### src/hw/rtl/oepb_mul.sv
// Shared signed 32x32 multiplier with registered product.
// Depends on nothing.
module oepb_mul (
  input  logic               clk,
  input  logic signed [31:0] op_a,
  input  logic signed [31:0] op_b,
  output logic signed [63:0] prod
);
  logic signed [63:0] prod_r;

  always_ff @(posedge clk) begin
    prod_r <= op_a * op_b;
  end

  assign prod = prod_r;
endmodule

### config.mk
export PLATFORM = sky130hd
export DESIGN_NAME = oepb_mul
export DESIGN_NICKNAME = d
export VERILOG_FILES = /design/src/hw/rtl/oepb_mul.sv
export SDC_FILE = /design/constraint.sdc
export NUM_CORES = 2
export LEC_CHECK = 0
export ABC_CLOCK_PERIOD_IN_PS = 9600
export BUFFER_PORTS_ARGS = -buffer_cell sky130_fd_sc_hd__buf_2
export CORE_MARGIN = 10
export CORE_UTILIZATION = 60
export CTS_CLUSTER_SIZE = 40
export DETAILED_ROUTE_END_ITERATION = 6
export GPL_ROUTABILITY_DRIVEN = 0
export PLACE_DENSITY = 0.77
export SYNTH_ARGS = -nofsm -noshare
export SYNTH_HDL_FRONTEND = slang
export SYNTH_SLANG_ARGS = --single-unit
### constraint.sdc
create_clock -name clk -period 9.6 [get_ports clk]
set_clock_uncertainty 0.05 [all_clocks]
set_input_delay 1.44 -clock clk [delete_from_list [all_inputs] [get_ports clk]]
set_output_delay 1.44 -clock clk [all_outputs]
set_load 0.005 [all_outputs]
==> metrics.txt <==
Commonest cells post-synth fa_1 (1,082), inv_1 (952), and2_1 (516); Max Clock Freq 0.1065 GHz; Final Net Count ~5,200; endpoints failing hold 0; WP data required roughly 9.9 ns; top-count cell post-synth fa_1; PortBufs ~130; fin crit share 97.78%; Clock Sinks 64; Post-CTS Setup Inserts 0; Syn Nets roughly 5,200; Post-synth EDFFs 0; Worst-path clk slew approximately 0.070 ns; critical path endpoint category flip-flop; Filler Cells Inserted 4,991; Worst Path Class, Setup input port to flip-flop; HPWL after DPL 81,020 um; Reg area 1281 um^2; first-pass GRT wire length 156,900 um; H-tree depth 3; wire length per cell between 20 and 25 um; initial antenna violation count 8; Antenna Nets Post-Route 0; cell row count 91; total global routing overflow 0; layout cells sized above 1 around 6.5%; WP data arrival 9.67 ns; setup violators final 0; DR vias/cell 5.481; Die Span X 269.1 um; Synthesis Warnings 0; core area 61,600 um^2; cts bufs inserted 9; total wire length 95,270 um; Slew Limit Headroom 36.73%; CTS max path bufs 2; outcome completed; area delta synth->final 5.281%; Slew Limit Fails 0; CTS Hold Bufs 0; RSZ-0062 raised after global routing false; Die Y 269.1 um; vias in the first global route 29,370; DIE AREA 72,440 um^2; I/O pin count 129; CP max FO 32; Critical Path Start Type input port; Remaining DRCs 0; Total Routing Usage GR approximately 28%; WHS 1.613 ns; final setup TNS 0 ns; fin crit period 9.387 ns; CTS tree done; Mapped Avg Cell Area 9.589 um^2; area leader, netlist fa_1; Netlist Area Pre-Place approximately 37,000 um^2; worst-margin pin slew 0.9417 ns; Async SR Flop Fraction 0%; sequential area share after synthesis around 3.4%; Yosys cell types 63; max reg flops 64; number of synthesized register bits 64; Mapped Cells 3,884; starting DRC count in detailed routing approximately 1,700; total number of vias 26,080; initial core utilization 60.46%; MaxCap Viol Count 0; main flop type after synthesis dfxtp_1; multi-input logic area between 30,000 and 40,000 um^2; largest net degree at the start of global routing 33; total iterations of the first detailed-routing run 7; clock root buffer clkbuf_16; Hold WC Path Type input port to flip-flop; post_cts resized 0; main area contributors after synthesis fa_1 (58%), inv_1 (9.6%), and2_1 (8.7%); top cell type's share of synthesized area 58.16%
==> critical path, cell delays in order <==
cell	delay [ns]
buf_2	0.55
nand2_1	0.15
fa_1	0.50
inv_1	0.05
fa_1	0.45
fa_1	0.49
inv_1	0.05
fa_1	0.47
inv_1	0.06
fa_1	0.50
inv_1	0.05
fa_1	0.53
inv_1	0.05
fa_1	0.49
fa_1	0.42
ha_1	0.40
nand4_1	0.26
nor2_1	0.08
nor3_1	0.44
o21ai_0	0.21
a21oi_1	0.74
o211ai_1	0.20
buf_4	0.22
a2111oi_1	0.38
o21bai_1	0.12
a21oi_1	0.18
xnor2_1	0.13
==> worst paths after layout <==
| path | depth (start not counted) | from | end | slack (ns) |
|---|---|---|---|---|
| worst max-delay path | 27 | op_b[10] | prod[60]$_DFF_P_ | 0.21 |
| worst min-delay path | 2 | op_b[0] | prod[0]$_DFF_P_ | 1.61 |
==> area by class of cell <==
type,instances,area share [%]
Antenna cell,4,0.02553
Clock buffer,10,0.6095
Multi-Input combinational cell,2668,80.68
Clock inverter,6,0.2330
Sequential cell,64,3.268
Tap cell,837,2.671
Inverter,952,9.114
Timing Repair Buffer,217,3.402
==> placed cells by master (no fill, tap or decap), types with 3 or more instances in the layout <==
master,n
nor3_1,6
nand2b_1,9
diode_2,4
ha_1,184
nand2_1,511
inv_1,952
a31oi_1,12
a211oi_1,4
a21o_1,23
clkinvlp_4,3
fa_1,1082
o21ai_0,28
buf_4,87
o31ai_1,6
clkbuf_16,9
and3_1,7
o21bai_1,15
nand3_1,15
and4_1,3
a21boi_0,3
o21a_1,4
nor2b_1,3
or3_1,4
a211oi_2,3
o211ai_1,3
xnor2_1,53
nor2_1,42
nand4_1,7
xor2_1,22
buf_2,128
dfxtp_1,64
a21oi_1,68
and2_1,516
==> metrics by stage <==
| stage | utilization, % | std cells | setup WS (ns) | area [um^2] |
|---|---|---|---|---|
| final | 63.65 | 4758 | 0.2131 | 39210 |
| after floorplan | - | 3884 | 0.8492 | 37240 |
| after detailed placement | 63.10 | 4738 | 0.06506 | 38870 |
| after global routing | 63.65 | 4757 | 0.05960 | 39210 |
| after CTS | 63.64 | 4754 | 0.4323 | 39200 |
| after global placement | 63.10 | 4738 | 0.1495 | 38870 |
==> layer usage <==
metal	routed length, um	track usage [%]
met5	49	0
met4	5690	15.02
met3	5977	4.222
met2	48580	47.19
met1	34980	33.25
==> cell families after synthesis <==
family	share of synthesized area, %
buffers and inverters	11.62
AO/OA/AOI/OAI	3.464
flip-flops	3.440
XOR/XNOR	1.764
AND/OR/NAND/NOR	15.37
adder cells (fa/ha/maj)	64.34
Power is left out: the tool's default activity adds up to more than one toggle a clock period on the data nets, which glitch-free logic cannot reach.
