## config.mk

```make
export PLATFORM = sky130hd
export DESIGN_NAME = oepb_div
export DESIGN_NICKNAME = d
export VERILOG_FILES = /design/src/hw/rtl/oepb_div.sv
export SDC_FILE = /design/constraint.sdc
export NUM_CORES = 1
export LEC_CHECK = 0
export ABC_AREA = 1
export BUFFER_PORTS_ARGS = -buffer_cell sky130_fd_sc_hd__buf_2
export CAP_MARGIN = 15
export CORE_MARGIN = 10
export CORE_UTILIZATION = 62
export DETAILED_ROUTE_END_ITERATION = 10
export HOLD_SLACK_MARGIN = 0.1
export MAX_ROUTING_LAYER = met4
export PLACE_DENSITY = 0.91
export SKIP_CTS_REPAIR_TIMING = 1
export SKIP_LAST_GASP = 1
export SLEW_MARGIN = 10
export SYNTH_ARGS = -nofsm -noshare
export SYNTH_HDL_FRONTEND = slang
export SYNTH_SLANG_ARGS = --single-unit
```

## constraint.sdc

```tcl
create_clock -name clk -period 9.51 [get_ports clk]
set_clock_uncertainty 0.2 [all_clocks]
set_input_delay 1.902 -clock clk [delete_from_list [all_inputs] [get_ports clk]]
set_output_delay 1.902 -clock clk [all_outputs]
set_load 0.05 [all_outputs]
```

## src/hw/rtl/oepb_div.sv

```systemverilog
// Iterative restoring divider, 32 quotient bits at one bit per cycle.
// Requires the quotient to fit 32 bits. Depends on nothing.
module oepb_div (
  input  logic        clk,
  input  logic        rst_n,
  input  logic        start,
  input  logic [63:0] num,
  input  logic [31:0] den,
  output logic        done,
  output logic [31:0] quo
);
  logic [31:0] rem_r;
  logic [31:0] low_r;
  logic [31:0] den_r;
  logic [31:0] q_r;
  logic [4:0]  cnt_r;
  logic        run_r;
  logic        done_r;
  logic [32:0] trial;
  logic        ge;

  assign trial = {rem_r, low_r[31]};
  assign ge    = trial >= {1'b0, den_r};

  always_ff @(posedge clk) begin
    if (!rst_n) begin
      run_r  <= 1'b0;
      done_r <= 1'b0;
      cnt_r  <= '0;
    end else begin
      done_r <= 1'b0;
      if (start) begin
        rem_r <= num[63:32];
        low_r <= num[31:0];
        den_r <= den;
        q_r   <= '0;
        cnt_r <= '0;
        run_r <= 1'b1;
      end else if (run_r) begin
        rem_r <= ge ? 32'(trial - {1'b0, den_r}) : trial[31:0];
        low_r <= low_r << 1;
        q_r   <= {q_r[30:0], ge};
        cnt_r <= cnt_r + 5'd1;
        if (cnt_r == 5'd31) begin
          run_r  <= 1'b0;
          done_r <= 1'b1;
        end
      end
    end
  end

  assign done = done_r;
  assign quo  = q_r;
endmodule

```

==> results.md <==
* DR pass1 iterations at 5
* Min-Delay Path Class: reg -> reg
* DRC at 0
* Setup WS pre-CTS at 4.447 ns
* Tightest Pin Transition at 0.8451 ns
* Worst hold endpoint: cnt_r[4]$_SDFFE_PP0P_
* Die H at 135.6 µm
* H-tree depth at 4
* Antenna cells at 0
* Layout cells sized above 1 at 0.1518
* Rows at between 40 and 50
* FF-to-FF Start: rem_r[3]$_DFFE_PP_
* Routed length per instance at roughly 16 µm
* CP required at roughly 9.4 ns
* Synth area leader: edfxtp_1
* First-pass GRT wire length at ~37000 µm
* Post-DR vias/cell at 5.289
* Total CTS buffers at 17
* CTS Buffer Depth at 2
* Final setup viols at 0
* Core Box Area at between 0.01 and 0.015 mm²
* HP Start: cnt_r[4]$_SDFFE_PP0P_
* Internal Power at 1284 µW
* Comb power frac at 0.268
* Tot GR Track Use at 0.2601
* CP Launch Type: primary input
* Number of synthesized flops with an enable pin at about 130
* Number of global-route vias before repair at between 7000 and 8000
* R2r worst-path depth at 15
* RSZ-0062 raised after global routing: no
* Cells after Synth at 1078
* Status: finished clean
* Most frequent cells in the layout: nand2_1 (439), inv_1 (191), buf_2 (131), edfxtp_1 (128), nor2_1 (73)
* Maximum VDD drop at roughly 0.00014 V
* Max-cap viol count at 0
* Clk slew on worst S/H paths at approximately 0.06 ns
* Core Util, Final at 0.7314
* Tmin final at between 4 and 5 ns
* Syn_area_per_cell at ~7.7 µm²
* Synth warnings at 0
* Synthesized Nets at ~1200
* WL final at 22850 µm
* R2R Path End: rem_r[27]$_DFFE_PP_
* Die Span X at approximately 140 µm
* Register area share after synthesis at 0.4805
* Leak pwr at 0.005035 µW
* Switching pwr at between 600 and 700 µW
* Post-synth top flop: edfxtp_1
* Clk sinks at between 100 and 150
* Die area at between 0.015 and 0.02 mm²
* Vias at 7378
* Final cycle utilization of the critical path at 0.4872
* Sw frac at 0.3364
* Critical Path End Type: flip-flop
* Crit path kind: in -> reg
* Synth area leaders: edfxtp_1 (46%), nand2_1 (20%), inv_1 (8.7%)
* Fill cells at slightly above 1000
* Clock latency on the worst-skew pair at 0.42 ns
* I/O pins at about 130
* GP Congestion at 1.020
* Most common cell after layout, fill and taps aside: nand2_1
* Nets at about 1300
* Initial Utilization at 0.6285
* Largest net degree at the start of global routing at 80
* Sequential Power Share at 0.385
* CTS tree: built
* Post-DRT Antenna Nets at 0
* Power density cells at roughly 200 mW/mm²
* WP data arrival at 4.49 ns
* DR iter-0 viols at 824
* Clk network pwr share at 0.347
* Setup TNS at 0 ns
* Max Fanout on Critical Path at 79
* Multi-input logic area at 0.003425 mm²
* FF+latch count, synth at about 140
* Share of the synthesized area in the top cell type at 0.4636
* Register Area at 0.003984 mm²
* Detailed Place HPWL at approximately 16000 µm
* Port Buffer Count at 131
* Mapped cell area at approximately 0.0083 mm²
* Initial antenna violation count at 0
* Setup ws final at approximately 4.9 ns
* Fin. Hold Viols at 0
* Ys async rst share at 0
* Area Overhead vs Synth at 16.36%
* Hold path depth at 2
* Flop-to-flop setup slack at about 5.8 ns
* Worst slew margin at 0.4331
* GR Overflow Total at 0
* Fmax at 215.8 MHz
* Synth cell types at 29
* Slew Limit Fails at 0
* Root buffer cell: clkbuf_16
## synthesized netlist by cell type, types with 6 or more instances
cell,count
nand3b_1,26
nor3_1,7
ha_1,34
edfxtp_1,128
nor2_1,73
clkbuf_1,15
nand2_2,6
nand2_1,440
nand4_1,10
dfxtp_1,7
inv_1,192
nor2_2,7
nand3_1,67
a21oi_1,21
buf_6,6
xnor2_1,14
## sequential cells by signal, indices dropped and copies added, names as in the netlist
register,count
run_r,1
den_r,32
rem_r,32
cnt_r,5
low_r,32
done,1
quo,32
## cell type report
cell class,count,share of cell area
clock buffer,18,0.04449
clock inverter,14,0.01738
inverter,194,0.07549
multi-input combinational,722,0.3550
sequential,135,0.4130
tap,176,0.02283
timing repair buffer,136,0.07185
## per-stage QoR
stage / cells / instance area, µm² / hold WS, ns / power, µW
global route: 1395 / 9647 / 0.3304 / 2029
global placement: 1363 / 9050 / 0.2520 / 1244
floorplan: 1078 / 8290 / 0.2440 / 1132
detailed placement: 1363 / 9050 / 0.2688 / 1261
CTS: 1395 / 9647 / 0.3134 / 1931
finish: 1395 / 9647 / 0.3112 / 1935
## power by group through the flow
stage / registers (µW) / logic [µW] / clock network [µW]
floorplan: 791 / 341 / 0
global placement: 753 / 491 / 0
detailed placement: 756 / 505 / 0
CTS: 745 / 512 / 674
global route: 751 / 580 / 698
finish: 745 / 519 / 671
## worst max-delay path by stage
stage	from	end	slack, ns
5_1_grt	start	rem_r[22]$_DFFE_PP_	4.69
3_5_place_dp	start	rem_r[7]$_DFFE_PP_	4.45
6_report	start	low_r[25]$_DFFE_PP_	4.88
4_1_cts	start	rem_r[7]$_DFFE_PP_	4.88
3_3_place_gp	start	rem_r[9]$_DFFE_PP_	4.61
2_1_floorplan	start	low_r[0]$_SDFFCE_PN0P_	4.32
## worst max-delay path: stages
cell and delay, ns:
buf_2 0.26, buf_4 0.72, nand2_1 0.27, nand2_4 0.59, buf_4 0.65
## cell families after synthesis
logic type                 count (synthesis)  synth area share
AOI/OAI and AO/OA                         30           0.01947
xor gates and xnor gates                  14           0.01479
adders and majority gates                 35           0.05373
buffers and inverters                    221            0.1073
DFF                                      135            0.4805
and+or+nand+nor                          643            0.3242
## metal layers
metal,share of wire,track usage
met1,0.41,0.3111
met2,0.48,0.4244
met3,0.080,0.05601
met4,0.026,0.09390
met5,0,-
No activity file was read; power rests on OpenSTA's default activity.
